### config.mk
export PLATFORM = sky130hd
export DESIGN_NAME = binary_mask_mcc_f1_metric_top_flat
export DESIGN_NICKNAME = d
export VERILOG_FILES = /design/src/hw/rtl/bmm_pkg.sv /design/src/hw/rtl/bmm_pixel_if.sv /design/src/hw/rtl/bmm_result_if.sv /design/src/hw/rtl/binary_mask_mcc_f1_metric_top.sv /design/src/hw/rtl/bmm_queue.sv /design/src/hw/rtl/bmm_front.sv /design/src/hw/rtl/bmm_calc.sv /design/src/hw/rtl/bmm_back.sv /design/src/flat_wrapper.sv
export SDC_FILE = /design/constraint.sdc
export NUM_CORES = 2
export LEC_CHECK = 0
export BUFFER_PORTS_ARGS = -buffer_cell sky130_fd_sc_hd__buf_2
export CAP_MARGIN = 15
export CORE_MARGIN = 8
export CORE_UTILIZATION = 35
export CTS_CLUSTER_SIZE = 25
export DETAILED_ROUTE_END_ITERATION = 10
export PLACE_DENSITY = 0.45
export SYNTH_ARGS = -nofsm -noshare
export SYNTH_HDL_FRONTEND = slang
export SYNTH_HIERARCHICAL = 1
export SYNTH_SLANG_ARGS = --single-unit
### constraint.sdc
create_clock -name clk -period 19.2 [get_ports clk]
set_input_delay 1.92 -clock clk [delete_from_list [all_inputs] [get_ports clk]]
set_output_delay 1.92 -clock clk [all_outputs]
set_load 0.02 [all_outputs]
### src/hw/rtl/bmm_pkg.sv
// ----------------------------------------------------------------------------
// bmm_pkg
// Shared types and constants of the binary mask metric block.
// ----------------------------------------------------------------------------
package bmm_pkg;

  // counter width and parameter defaults
  localparam int CNT_W            = 23;
  localparam int MAX_PIXELS_DEF   = 4194304;
  localparam int FRAC_BITS_DEF    = 14;

  // queue between front and back
  localparam int QUEUE_DEPTH      = 4;
  localparam int QUEUE_PTR_W      = $clog2(QUEUE_DEPTH);

  // pixel pair classes
  localparam logic [1:0] CLS_TP   = 2'd0;
  localparam logic [1:0] CLS_TN   = 2'd1;
  localparam logic [1:0] CLS_FP   = 2'd2;
  localparam logic [1:0] CLS_FN   = 2'd3;

  // classified item in the queue
  typedef struct packed {
    logic [1:0] cls;
    logic       last;
  } entry_t;

  // frame counts handed to the math unit
  typedef struct packed {
    logic [CNT_W-1:0] tp;
    logic [CNT_W-1:0] tn;
    logic [CNT_W-1:0] fp;
    logic [CNT_W-1:0] fn;
    logic             sat;
  } snap_t;

  // finished metrics
  typedef struct packed {
    logic signed [15:0] mcc;
    logic [14:0]        f1;
    logic               mcc_fb;
    logic               f1_fb;
    logic               ovf;
  } result_t;

endpackage

### src/hw/rtl/bmm_pixel_if.sv
// ----------------------------------------------------------------------------
// bmm_pixel_if
// Pixel pair channel: valid, ready, one reference/segmentation pair and a last flag.
// ----------------------------------------------------------------------------
interface bmm_pixel_if;
  logic       valid;
  logic       ready;
  logic [7:0] ref_pixel;
  logic [7:0] seg_pixel;
  logic       last_pixel;

  modport source (output valid, output ref_pixel, output seg_pixel,
                  output last_pixel, input ready);
  modport sink   (input valid, input ref_pixel, input seg_pixel,
                  input last_pixel, output ready);
endinterface

### src/hw/rtl/bmm_result_if.sv
// ----------------------------------------------------------------------------
// bmm_result_if
// Metric result channel: valid, ready and the per-frame metrics.
// ----------------------------------------------------------------------------
interface bmm_result_if;
  logic               valid;
  logic               ready;
  logic signed [15:0] mcc_value;
  logic [14:0]        f1_value;
  logic               mcc_fallback;
  logic               f1_fallback;
  logic               count_overflow;

  modport source (output valid, output mcc_value, output f1_value,
                  output mcc_fallback, output f1_fallback,
                  output count_overflow, input ready);
  modport sink   (input valid, input mcc_value, input f1_value,
                  input mcc_fallback, input f1_fallback,
                  input count_overflow, output ready);
endinterface

### src/hw/rtl/binary_mask_mcc_f1_metric_top.sv
// Throughput: one pixel pair per cycle while counting; the input stalls only
// when a frame's last item waits for the previous frame's math to be taken by
// the output register and the four-item queue has filled behind it.
// Reset: synchronous rst clears counters, queue, sequencer and output valid.
// ----------------------------------------------------------------------------
// binary_mask_mcc_f1_metric_top
// MCC and F1 score of a reference mask against a segmentation, per frame.
// ----------------------------------------------------------------------------
module binary_mask_mcc_f1_metric_top #(
  parameter int MAX_PIXELS = bmm_pkg::MAX_PIXELS_DEF,
  parameter int FRAC_BITS  = bmm_pkg::FRAC_BITS_DEF
) (
  input  logic         clk,
  input  logic         rst,
  bmm_pixel_if.sink    pixel,
  bmm_result_if.source result
);
  import bmm_pkg::*;

  logic    q_full;
  logic    push;
  entry_t  push_data;
  logic    pop;
  entry_t  pop_data;
  logic    q_valid;
  logic    calc_idle;
  logic    calc_done;
  logic    calc_start;
  logic    calc_ack;
  snap_t   calc_snap;
  result_t calc_res;

  // front: accept and classify
  bmm_front u_front (
    .pixel     (pixel),
    .q_full    (q_full),
    .push      (push),
    .push_data (push_data)
  );

  // queue between front and back
  bmm_queue u_queue (
    .clk       (clk),
    .rst       (rst),
    .push      (push),
    .push_data (push_data),
    .full      (q_full),
    .pop       (pop),
    .pop_data  (pop_data),
    .not_empty (q_valid)
  );

  // frame math
  bmm_calc #(.FRAC_BITS(FRAC_BITS)) u_calc (
    .clk   (clk),
    .rst   (rst),
    .start (calc_start),
    .snap  (calc_snap),
    .idle  (calc_idle),
    .done  (calc_done),
    .ack   (calc_ack),
    .res   (calc_res)
  );

  // back: counting and result register
  bmm_back #(.MAX_PIXELS(MAX_PIXELS)) u_back (
    .clk        (clk),
    .rst        (rst),
    .q_valid    (q_valid),
    .q_data     (pop_data),
    .pop        (pop),
    .calc_idle  (calc_idle),
    .calc_done  (calc_done),
    .calc_res   (calc_res),
    .calc_start (calc_start),
    .calc_snap  (calc_snap),
    .calc_ack   (calc_ack),
    .result     (result)
  );
endmodule

### src/hw/rtl/bmm_queue.sv
// ----------------------------------------------------------------------------
// bmm_queue
// Small FIFO of classified items between the front and the back.
// ----------------------------------------------------------------------------
module bmm_queue (
  input  logic            clk,
  input  logic            rst,
  input  logic            push,
  input  bmm_pkg::entry_t push_data,
  output logic            full,
  input  logic            pop,
  output bmm_pkg::entry_t pop_data,
  output logic            not_empty
);
  import bmm_pkg::*;

  entry_t                 mem [QUEUE_DEPTH];
  logic [QUEUE_PTR_W-1:0] wr_ptr;
  logic [QUEUE_PTR_W-1:0] rd_ptr;
  logic [QUEUE_PTR_W:0]   count;

  assign full      = (count == (QUEUE_PTR_W+1)'(QUEUE_DEPTH));
  assign not_empty = (count != '0);
  assign pop_data  = mem[rd_ptr];

  // storage
  always_ff @(posedge clk) begin
    if (push) begin
      mem[wr_ptr] <= push_data;
    end
  end

  // pointers and fill count
  always_ff @(posedge clk) begin
    if (rst) begin
      wr_ptr <= '0;
      rd_ptr <= '0;
      count  <= '0;
    end else begin
      if (push) begin
        wr_ptr <= wr_ptr + 1'b1;
      end
      if (pop) begin
        rd_ptr <= rd_ptr + 1'b1;
      end
      case ({push, pop})
        2'b10:   count <= count + 1'b1;
        2'b01:   count <= count - 1'b1;
        default: count <= count;
      endcase
    end
  end
endmodule

### src/hw/rtl/bmm_front.sv
// ----------------------------------------------------------------------------
// bmm_front
// Accepts pixel pairs and classifies them as TP, TN, FP or FN.
// ----------------------------------------------------------------------------
module bmm_front (
  bmm_pixel_if.sink       pixel,
  input  logic            q_full,
  output logic            push,
  output bmm_pkg::entry_t push_data
);
  import bmm_pkg::*;

  logic is_ref;
  logic is_seg;

  assign is_ref      = (pixel.ref_pixel != 8'd0);
  assign is_seg      = (pixel.seg_pixel != 8'd0);
  assign pixel.ready = !q_full;
  assign push        = pixel.valid && !q_full;

  // class of the pair
  always_comb begin
    push_data.last = pixel.last_pixel;
    if (is_ref && is_seg) begin
      push_data.cls = CLS_TP;
    end else if (!is_ref && !is_seg) begin
      push_data.cls = CLS_TN;
    end else if (is_seg) begin
      push_data.cls = CLS_FP;
    end else begin
      push_data.cls = CLS_FN;
    end
  end
endmodule

### src/hw/rtl/bmm_calc.sv
// ----------------------------------------------------------------------------
// bmm_calc
// Per-frame math: MCC through one shared 32x32 multiplier, a bit-serial
// divider and a bitwise square root; F1 through the same divider.
// ----------------------------------------------------------------------------
module bmm_calc #(
  parameter int FRAC_BITS = bmm_pkg::FRAC_BITS_DEF
) (
  input  logic             clk,
  input  logic             rst,
  input  logic             start,
  input  bmm_pkg::snap_t   snap,
  output logic             idle,
  output logic             done,
  input  logic             ack,
  output bmm_pkg::result_t res
);
  import bmm_pkg::*;

  localparam int CW   = CNT_W;
  localparam int SW   = CW + 1;
  localparam int PW   = 2 * CW;
  localparam int HW   = 24;
  localparam int MXW  = 2 * HW;
  localparam int ABW  = 4 * HW;
  localparam int NNW  = ABW + 2 * FRAC_BITS;
  localparam int RW   = ABW + 1;
  localparam int QW   = 2 * FRAC_BITS + 1;
  localparam int QSW  = FRAC_BITS + 1;
  localparam int DCW  = $clog2(NNW);
  localparam int SBW  = $clog2(QSW);
  localparam int FDW  = CW + 3;

  localparam logic [3:0] ST_IDLE   = 4'd0;
  localparam logic [3:0] ST_P1     = 4'd1;
  localparam logic [3:0] ST_P2     = 4'd2;
  localparam logic [3:0] ST_A      = 4'd3;
  localparam logic [3:0] ST_B      = 4'd4;
  localparam logic [3:0] ST_AB     = 4'd5;
  localparam logic [3:0] ST_PP     = 4'd6;
  localparam logic [3:0] ST_PP_END = 4'd7;
  localparam logic [3:0] ST_DIV    = 4'd8;
  localparam logic [3:0] ST_SQ_MUL = 4'd9;
  localparam logic [3:0] ST_SQ_CMP = 4'd10;
  localparam logic [3:0] ST_F1     = 4'd11;
  localparam logic [3:0] ST_DONE   = 4'd12;

  logic [3:0]     state;
  snap_t          cnt;
  logic           mfb;
  logic           ffb;
  logic           eq_fg;
  logic           neg;
  logic [PW-1:0]  p1;
  logic [PW-1:0]  p2;
  logic [PW-1:0]  mag;
  logic [MXW-1:0] a_prod;
  logic [MXW-1:0] mx;
  logic [MXW-1:0] my;
  logic [ABW-1:0] ab;
  logic [ABW-1:0] acc;
  logic [1:0]     pp_idx;
  logic [1:0]     pp_sh;
  logic           pp_first;
  logic           pp_sel;
  logic [63:0]    prod;
  logic [31:0]    mul_x;
  logic [31:0]    mul_y;
  logic [NNW-1:0] num;
  logic [ABW-1:0] den;
  logic [ABW-1:0] rem;
  logic [QW-1:0]  quot;
  logic [DCW-1:0] div_cnt;
  logic           div_sel;
  logic [QW-1:0]  dq;
  logic [QSW-1:0] sq_q;
  logic [SBW-1:0] sq_bit;

  logic [ABW-1:0] pp_term;
  logic [ABW-1:0] acc_sum;
  logic [RW-1:0]  div_sh;
  logic           div_ge;
  logic [QSW-1:0] sq_c;
  logic [SW-1:0]  sum_tfn;
  logic [SW-1:0]  sum_tfp;
  logic [SW-1:0]  sum_nfn;
  logic [SW-1:0]  sum_nfp;
  logic [FDW-1:0] f1_den;

  assign idle = (state == ST_IDLE);
  assign done = (state == ST_DONE);

  // marginal sums
  assign sum_tfn = SW'(cnt.tp) + SW'(cnt.fn);
  assign sum_tfp = SW'(cnt.tp) + SW'(cnt.fp);
  assign sum_nfn = SW'(cnt.tn) + SW'(cnt.fn);
  assign sum_nfp = SW'(cnt.tn) + SW'(cnt.fp);
  assign f1_den  = (FDW'(cnt.tp) << 1) + FDW'(cnt.fp) + FDW'(cnt.fn);

  // shared multiplier operand select
  always_comb begin
    mul_x = '0;
    mul_y = '0;
    case (state)
      ST_P1: begin
        mul_x = 32'(cnt.tp);
        mul_y = 32'(cnt.tn);
      end
      ST_P2: begin
        mul_x = 32'(cnt.fp);
        mul_y = 32'(cnt.fn);
      end
      ST_A: begin
        mul_x = 32'(sum_tfn);
        mul_y = 32'(sum_tfp);
      end
      ST_B: begin
        mul_x = 32'(sum_nfn);
        mul_y = 32'(sum_nfp);
      end
      ST_PP: begin
        mul_x = pp_idx[1] ? 32'(mx[MXW-1:HW]) : 32'(mx[HW-1:0]);
        mul_y = pp_idx[0] ? 32'(my[MXW-1:HW]) : 32'(my[HW-1:0]);
      end
      ST_SQ_MUL: begin
        mul_x = 32'(sq_c);
        mul_y = 32'(sq_c);
      end
      default: begin
        mul_x = '0;
        mul_y = '0;
      end
    endcase
  end

  // partial product alignment
  always_comb begin
    case (pp_sh)
      2'd0:    pp_term = ABW'(prod);
      2'd1:    pp_term = ABW'(prod) << HW;
      default: pp_term = ABW'(prod) << (2 * HW);
    endcase
  end
  assign acc_sum = acc + pp_term;

  // divider step and root candidate
  assign div_sh = {rem, num[NNW-1]};
  assign div_ge = (div_sh >= {1'b0, den});
  assign sq_c   = sq_q | (QSW'(1) << sq_bit);

  // multiplier register
  always_ff @(posedge clk) begin
    prod <= mul_x * mul_y;
  end

  // sequencer
  always_ff @(posedge clk) begin
    if (rst) begin
      state <= ST_IDLE;
    end else begin
      case (state)
        ST_IDLE: begin
          if (start) begin
            cnt   <= snap;
            mfb   <= (snap.tp == '0 && snap.fn == '0) || (snap.tp == '0 && snap.fp == '0)
                  || (snap.tn == '0 && snap.fn == '0) || (snap.tn == '0 && snap.fp == '0);
            ffb   <= (snap.tp == '0);
            eq_fg <= (snap.fn == snap.fp);
            state <= ST_P1;
          end
        end
        ST_P1: begin
          state <= mfb ? ST_F1 : ST_P2;
        end
        ST_P2: begin
          p1    <= PW'(prod);
          state <= ST_A;
        end
        ST_A: begin
          p2    <= PW'(prod);
          state <= ST_B;
        end
        ST_B: begin
          a_prod <= MXW'(prod);
          neg    <= (p2 > p1);
          mag    <= (p2 > p1) ? (p2 - p1) : (p1 - p2);
          state  <= ST_AB;
        end
        ST_AB: begin
          mx       <= a_prod;
          my       <= MXW'(prod);
          acc      <= '0;
          pp_idx   <= '0;
          pp_first <= 1'b1;
          pp_sel   <= 1'b0;
          state    <= ST_PP;
        end
        ST_PP: begin
          if (!pp_first) begin
            acc <= acc_sum;
          end
          pp_first <= 1'b0;
          pp_sh    <= 2'(pp_idx[1]) + 2'(pp_idx[0]);
          pp_idx   <= pp_idx + 1'b1;
          if (pp_idx == 2'd3) begin
            state <= ST_PP_END;
          end
        end
        ST_PP_END: begin
          if (!pp_sel) begin
            // product of the marginals done, now the squared numerator
            ab       <= acc_sum;
            mx       <= MXW'(mag);
            my       <= MXW'(mag);
            acc      <= '0;
            pp_idx   <= '0;
            pp_first <= 1'b1;
            pp_sel   <= 1'b1;
            state    <= ST_PP;
          end else begin
            num     <= {acc_sum, {(2*FRAC_BITS){1'b0}}};
            den     <= ab;
            rem     <= '0;
            quot    <= '0;
            div_cnt <= DCW'(NNW - 1);
            div_sel <= 1'b0;
            state   <= ST_DIV;
          end
        end
        ST_DIV: begin
          rem  <= div_ge ? ABW'(div_sh - {1'b0, den}) : ABW'(div_sh);
          quot <= {quot[QW-2:0], div_ge};
          num  <= num << 1;
          if (div_cnt == '0) begin
            if (!div_sel) begin
              state <= ST_SQ_MUL;
            end else begin
              state <= ST_DONE;
            end
          end else begin
            div_cnt <= div_cnt - 1'b1;
          end
        end
        ST_SQ_MUL: begin
          if (!div_sel) begin
            dq     <= quot;
            sq_q   <= '0;
            sq_bit <= SBW'(FRAC_BITS);
            div_sel <= 1'b1;
            state  <= ST_SQ_MUL;
          end else begin
            state <= ST_SQ_CMP;
          end
        end
        ST_SQ_CMP: begin
          if (prod <= 64'(dq)) begin
            sq_q <= sq_c;
          end
          if (sq_bit == '0) begin
            state <= ST_F1;
          end else begin
            sq_bit <= sq_bit - 1'b1;
            state  <= ST_SQ_MUL;
          end
        end
        ST_F1: begin
          if (ffb) begin
            state <= ST_DONE;
          end else begin
            num     <= NNW'({cnt.tp, 1'b0}) << FRAC_BITS;
            den     <= ABW'(f1_den);
            rem     <= '0;
            quot    <= '0;
            div_cnt <= DCW'(NNW - 1);
            div_sel <= 1'b1;
            state   <= ST_DIV;
          end
        end
        ST_DONE: begin
          if (ack) begin
            state <= ST_IDLE;
          end
        end
        default: begin
          state <= ST_IDLE;
        end
      endcase
    end
  end

  // clamp into the result fields
  logic [31:0] mcc_m;
  logic        mcc_neg;
  logic [63:0] f1_m;

  always_comb begin
    if (mfb) begin
      mcc_m   = eq_fg ? (32'd1 << FRAC_BITS) : 32'd0;
      mcc_neg = 1'b0;
    end else begin
      mcc_m   = 32'(sq_q);
      mcc_neg = neg;
    end
    if (ffb) begin
      f1_m = eq_fg ? (64'd1 << FRAC_BITS) : 64'd0;
    end else begin
      f1_m = 64'(quot);
    end
    if (mcc_neg) begin
      res.mcc = (mcc_m > 32'd32768) ? 16'sh8000 : -$signed(16'(mcc_m));
    end else begin
      res.mcc = (mcc_m > 32'd32767) ? 16'sh7fff : $signed(16'(mcc_m));
    end
    res.f1     = (f1_m > 64'd32767) ? 15'h7fff : 15'(f1_m);
    res.mcc_fb = mfb;
    res.f1_fb  = ffb;
    res.ovf    = cnt.sat;
  end
endmodule

### src/hw/rtl/bmm_back.sv
// ----------------------------------------------------------------------------
// bmm_back
// Drains the queue, keeps the four saturating counters, starts the frame
// math on the last item and holds the result in an output register.
// ----------------------------------------------------------------------------
module bmm_back #(
  parameter int MAX_PIXELS = bmm_pkg::MAX_PIXELS_DEF
) (
  input  logic             clk,
  input  logic             rst,
  input  logic             q_valid,
  input  bmm_pkg::entry_t  q_data,
  output logic             pop,
  input  logic             calc_idle,
  input  logic             calc_done,
  input  bmm_pkg::result_t calc_res,
  output logic             calc_start,
  output bmm_pkg::snap_t   calc_snap,
  output logic             calc_ack,
  bmm_result_if.source     result
);
  import bmm_pkg::*;

  localparam longint CNT_MAX = (longint'(1) << CNT_W) - 1;
  localparam logic [CNT_W-1:0] LIMIT =
    (longint'(MAX_PIXELS) < CNT_MAX) ? CNT_W'(MAX_PIXELS) : CNT_W'(CNT_MAX);

  snap_t   cnt;
  snap_t   cnt_next;
  result_t out_reg;
  logic    out_valid;

  assign pop        = q_valid && (!q_data.last || calc_idle);
  assign calc_start = pop && q_data.last;
  assign calc_snap  = cnt_next;
  assign calc_ack   = calc_done && (!out_valid || result.ready);

  // saturating bump of the counter for this class
  always_comb begin
    cnt_next = cnt;
    case (q_data.cls)
      CLS_TP: begin
        if (cnt.tp >= LIMIT) cnt_next.sat = 1'b1;
        else cnt_next.tp = cnt.tp + 1'b1;
      end
      CLS_TN: begin
        if (cnt.tn >= LIMIT) cnt_next.sat = 1'b1;
        else cnt_next.tn = cnt.tn + 1'b1;
      end
      CLS_FP: begin
        if (cnt.fp >= LIMIT) cnt_next.sat = 1'b1;
        else cnt_next.fp = cnt.fp + 1'b1;
      end
      default: begin
        if (cnt.fn >= LIMIT) cnt_next.sat = 1'b1;
        else cnt_next.fn = cnt.fn + 1'b1;
      end
    endcase
  end

  // counters, cleared after the last item of a frame
  always_ff @(posedge clk) begin
    if (rst) begin
      cnt <= '0;
    end else if (pop) begin
      cnt <= q_data.last ? '0 : cnt_next;
    end
  end

  // output register
  always_ff @(posedge clk) begin
    if (rst) begin
      out_valid <= 1'b0;
    end else begin
      if (calc_ack) begin
        out_valid <= 1'b1;
      end else if (result.ready) begin
        out_valid <= 1'b0;
      end
    end
  end

  always_ff @(posedge clk) begin
    if (calc_ack) begin
      out_reg <= calc_res;
    end
  end

  assign result.valid          = out_valid;
  assign result.mcc_value      = out_reg.mcc;
  assign result.f1_value       = out_reg.f1;
  assign result.mcc_fallback   = out_reg.mcc_fb;
  assign result.f1_fallback    = out_reg.f1_fb;
  assign result.count_overflow = out_reg.ovf;
endmodule

### src/flat_wrapper.sv
// flat-port wrapper written by rule: the top's interface ports become plain ports
module binary_mask_mcc_f1_metric_top_flat import bmm_pkg::*;
#(
  parameter int MAX_PIXELS = bmm_pkg::MAX_PIXELS_DEF,
  parameter int FRAC_BITS  = bmm_pkg::FRAC_BITS_DEF
)
  (clk, rst, pixel_valid, pixel_ref_pixel, pixel_seg_pixel, pixel_last_pixel, pixel_ready, result_valid, result_mcc_value, result_f1_value, result_mcc_fallback, result_f1_fallback, result_count_overflow, result_ready);
  bmm_pixel_if pixel_i ();
  bmm_result_if result_i ();
  input  logic clk;
  input  logic rst;
  input wire logic [$bits(pixel_i.valid)-1:0] pixel_valid;
  input wire logic [$bits(pixel_i.ref_pixel)-1:0] pixel_ref_pixel;
  input wire logic [$bits(pixel_i.seg_pixel)-1:0] pixel_seg_pixel;
  input wire logic [$bits(pixel_i.last_pixel)-1:0] pixel_last_pixel;
  output wire logic [$bits(pixel_i.ready)-1:0] pixel_ready;
  output wire logic [$bits(result_i.valid)-1:0] result_valid;
  output wire logic [$bits(result_i.mcc_value)-1:0] result_mcc_value;
  output wire logic [$bits(result_i.f1_value)-1:0] result_f1_value;
  output wire logic [$bits(result_i.mcc_fallback)-1:0] result_mcc_fallback;
  output wire logic [$bits(result_i.f1_fallback)-1:0] result_f1_fallback;
  output wire logic [$bits(result_i.count_overflow)-1:0] result_count_overflow;
  input wire logic [$bits(result_i.ready)-1:0] result_ready;
  assign pixel_i.valid = pixel_valid;
  assign pixel_i.ref_pixel = pixel_ref_pixel;
  assign pixel_i.seg_pixel = pixel_seg_pixel;
  assign pixel_i.last_pixel = pixel_last_pixel;
  assign pixel_ready = pixel_i.ready;
  assign result_valid = result_i.valid;
  assign result_mcc_value = result_i.mcc_value;
  assign result_f1_value = result_i.f1_value;
  assign result_mcc_fallback = result_i.mcc_fallback;
  assign result_f1_fallback = result_i.f1_fallback;
  assign result_count_overflow = result_i.count_overflow;
  assign result_i.ready = result_ready;
  binary_mask_mcc_f1_metric_top #(.MAX_PIXELS(MAX_PIXELS), .FRAC_BITS(FRAC_BITS)) u_core (.clk(clk), .rst(rst), .pixel(pixel_i), .result(result_i));
endmodule
==> parameters.txt <==
Parameter                              Value

Die
  Effective utilization at floorplan    35.2%
  Std cell rows    183
  Die height    516 um
  Core Footprint    249000 um2
  I/O pin cnt    57
  Floorplan die width    516 um
  DIE AREA    267000 um2

Worst setup path
  Data required time of the critical path    19.90 ns
  Slowest library cell on the worst path    sky130_fd_sc_hd__dfxtp_1
  Critical path type    flip-flop to flip-flop
  Kind of start point of the critical path    flip-flop
  Most common cell type on the critical path    sky130_fd_sc_hd__fa_1
  Highest cell delay on the worst timing path    0.80 ns
  Endpoint arrival time on the critical path    13.52 ns
  Type of destination of the critical path    flip-flop
  CP Max Fanout    24

CTS
  TritonCTS clock tree    yes
  Root buffer cell    sky130_fd_sc_hd__clkbuf_16
  Source-to-sink clock delay at the later pin of the worst-skew pair    0.82 ns
  Post-cts hold buffer count    0
  Clock net sink count    1167
  Num CTS Buffers    141
  Maximum clock path buffer count    3
  Post-CTS Resized    0
  Clock-pin slew reported for the worst setup and hold paths after clock tree synthesis    0.06 ns
  Setup Fix Bufs, Post-CTS    0
  Number of H-tree levels    4

Place
  GP Congestion    0.937
  Worst Setup Slack post-DPL    6.66 ns
  HPWL after detailed placement    232000 um
  Port Buffer Count    56

Global route
  Global-route congestion overflow total    0
  Maximum number of pins on one net before global-route repair    97
  First-pass GRT wire length    455000 um
  Vias in the first global route    66600
  Total track usage    22.8%
  Antenna violations before repair    24

Timing
  Relative slew margins    25.7%
  Maximum clock frequency    78.0 MHz
  Unrepaired setup endpoints after global routing    false
  Period minus WS final    12.82 ns
  Worst hold slack across all endpoints    0.456 ns
  Final Hold Fails    0
  Slack of the critical path    6.38 ns
  Total of endpoints with negative setup slack in the final report    0
  Setup Total Neg Slack    0 ns
  Maximum clock skew at final layout    0.0345 ns
  Final number of max-transition violations    0
  Fraction of the cycle the final worst path needs    66.8%
  Actual transition at the worst max-transition pin    1.11 ns

Yosys
  Summed instance area of the synthesized netlist    87600 um2
  Area share of the largest cell type after synthesis    34.6%
  Avg Inst Size Synth    9.76 um2
  Synth Net Count    10100
  Number of flops mapped to enable cells by yosys    1009
  Biggest area contributors in the synthesized netlist    sky130_fd_sc_hd__edfxtp_1 (35%), sky130_fd_sc_hd__fa_1 (12%), sky130_fd_sc_hd__ha_1 (8.4%)
  Sequential-to-total area share from yosys stat    38.2%
  Dominant cell by count in the synthesized netlist    sky130_fd_sc_hd__nand2_1
  Warnings from Yosys    6
  Post-synthesis cell type with the largest combined area    sky130_fd_sc_hd__edfxtp_1
  Post-synthesis async set-or-reset flop share    0%
  Count of mapped cells out of synthesis    8979
  Post-synth top flop    sky130_fd_sc_hd__edfxtp_1
  Distinct cells, synth    102
  Top post-synthesis cells by count    sky130_fd_sc_hd__nand2_1 (1132), sky130_fd_sc_hd__edfxtp_1 (1009), sky130_fd_sc_hd__inv_1 (960)
  Number of synthesized register bits    1167

Min path
  Hold Path Class    flip-flop to flip-flop

Routing
  Drt wl/cell    25.2 um
  Number of search-and-repair iterations in the first detailed-routing pass    8
  Detailed-route via count    67100
  Number of nets with antenna violations after detailed routing    0
  Vias per std cell    5.43
  Sum of routed wire length over all layers    311000 um
  DRC marker count from the first detailed-route iteration    5555
  DRC viols    0

Finish
  End-of-flow core utilization    38.8%
  Layout cell share with drive strength beyond 1    6.76%
  Layout area overhead    10.3%
  Post-layout nets    10000

Status
  Outcome    completed

Job
  Max Cap Violations    0

Power and ir drop
  IR drop worst, VDD    0.0989 mV
  Post-route total power    0.0121 W
  Lkg Pwr    41.2 nW
  Pwr/cell area    126 nW/um2
[state kept, by name, indices dropped and copies added, names as in the netlist, 48 cells and up, named ones only]
name and cells:
u_core/u_back/cnt 93, u_core/u_calc/prod 51, u_core/u_calc/ab 96, u_core/u_calc/cnt 92, u_core/u_calc/den 96, u_core/u_calc/acc 96, u_core/u_calc/my 48, u_core/u_calc/mx 48
u_core/u_calc/a_prod 48, u_core/u_calc/rem 96, u_core/u_calc/num 109
[report_power, final]
part | internal [W] | switching [W]
registers | 0.00307 | 0.000190
clock network | 0.00162 | 0.00118
logic | 0.00191 | 0.00417
total | 0.00660 | 0.00554
[worst max-delay path: cells and delay by family, from the launching register on]
family	cells	cell delay (ns)
AOI/OAI and AO/OA	20	5.42
adders and majority gates	9	4.28
buffers and inverters	5	0.83
DFF	1	0.80
and+or+nand+nor	4	0.78
muxes	1	0.45
xor gates and xnor gates	1	0.10
[final cells by class]
class / instances / area, um2
Antenna cell: 12 / 30.0
Clock buffer: 168 / 3670
Clock inverter: 91 / 1100
Fill cell: 24800 / 152000
Inverter: 961 / 3610
Multi-Input combinational cell: 6395 / 49000
Sequential cell: 1167 / 33500
Tap cell: 3330 / 4170
Timing Repair Buffer: 222 / 1530
[cell usage in the layout (no fill, tap or decap), types with 30 or more instances in the layout]
cell type	synthesis	layout
sky130_fd_sc_hd__edfxtp_1	1009	1009
sky130_fd_sc_hd__buf_2	26	56
sky130_fd_sc_hd__a21oi_1	560	558
sky130_fd_sc_hd__a221oi_1	40	40
sky130_fd_sc_hd__o21bai_1	90	90
sky130_fd_sc_hd__a21o_1	207	207
sky130_fd_sc_hd__xnor2_1	263	263
sky130_fd_sc_hd__o21a_1	45	45
sky130_fd_sc_hd__clkbuf_16	0	143
sky130_fd_sc_hd__fa_1	514	514
sky130_fd_sc_hd__nand2_1	1132	1131
sky130_fd_sc_hd__and3_1	93	92
sky130_fd_sc_hd__nor4_1	60	58
sky130_fd_sc_hd__and2_1	261	261
sky130_fd_sc_hd__nand3_1	139	138
sky130_fd_sc_hd__o211ai_1	48	48
sky130_fd_sc_hd__mux2i_1	106	106
sky130_fd_sc_hd__nand4_1	160	160
sky130_fd_sc_hd__dfxtp_1	158	158
sky130_fd_sc_hd__o21ai_0	359	350
sky130_fd_sc_hd__nand2b_1	59	59
sky130_fd_sc_hd__nor2b_1	125	124
sky130_fd_sc_hd__xor2_1	185	185
sky130_fd_sc_hd__a22o_1	125	125
sky130_fd_sc_hd__a211oi_1	31	30
sky130_fd_sc_hd__nor2_1	560	555
sky130_fd_sc_hd__mux2_2	51	51
sky130_fd_sc_hd__buf_4	9	165
sky130_fd_sc_hd__inv_1	960	959
sky130_fd_sc_hd__a31oi_1	83	82
sky130_fd_sc_hd__ha_1	588	588
sky130_fd_sc_hd__o31ai_1	48	48
sky130_fd_sc_hd__nor3_1	94	84
sky130_fd_sc_hd__a22oi_1	30	30
[cell families after synthesis]
logic type               count (synthesis)  synth area share, %
AND/OR/NAND/NOR                       2806                 15.1
AO/OA/AOI/OAI                         1878                 13.9
buffers and inverters                 1417                 6.16
flip-flops                            1167                 38.2
adder cells (fa/ha/maj)               1102                 20.1
XOR/XNOR                               448                 4.48
multiplexers                           161                 1.97
[layer usage]
metal  share of wire [%]  up-vias  track usage [%]
met4                 3.7        4             7.60
met5              0.0074        -                0
li1                    -    30900                -
met3                 6.4      410             3.61
met1                  46    33700             32.5
met2                  44     2061             35.4
[worst paths after layout]
path	to	from	slack, ns	depth (start not counted)
min	u_core/u_calc/dq[28]	u_core/u_calc/quot[28]	0.46	0
max	u_core/u_calc/prod[50]	u_core/u_calc/state[2]	6.38	40
min reg2reg	u_core/u_calc/dq[28]	u_core/u_calc/quot[28]	0.46	0
max reg2reg	u_core/u_calc/prod[50]	u_core/u_calc/state[2]	6.38	40
[through the flow]
stage	cell area [um2]	instances
after global placement	91800	12100
final	96600	12300
after detailed placement	91800	12100
after CTS	96600	12300
after floorplan	87600	8979
after global routing	96600	12300
(Power assumes the default switching activity.)
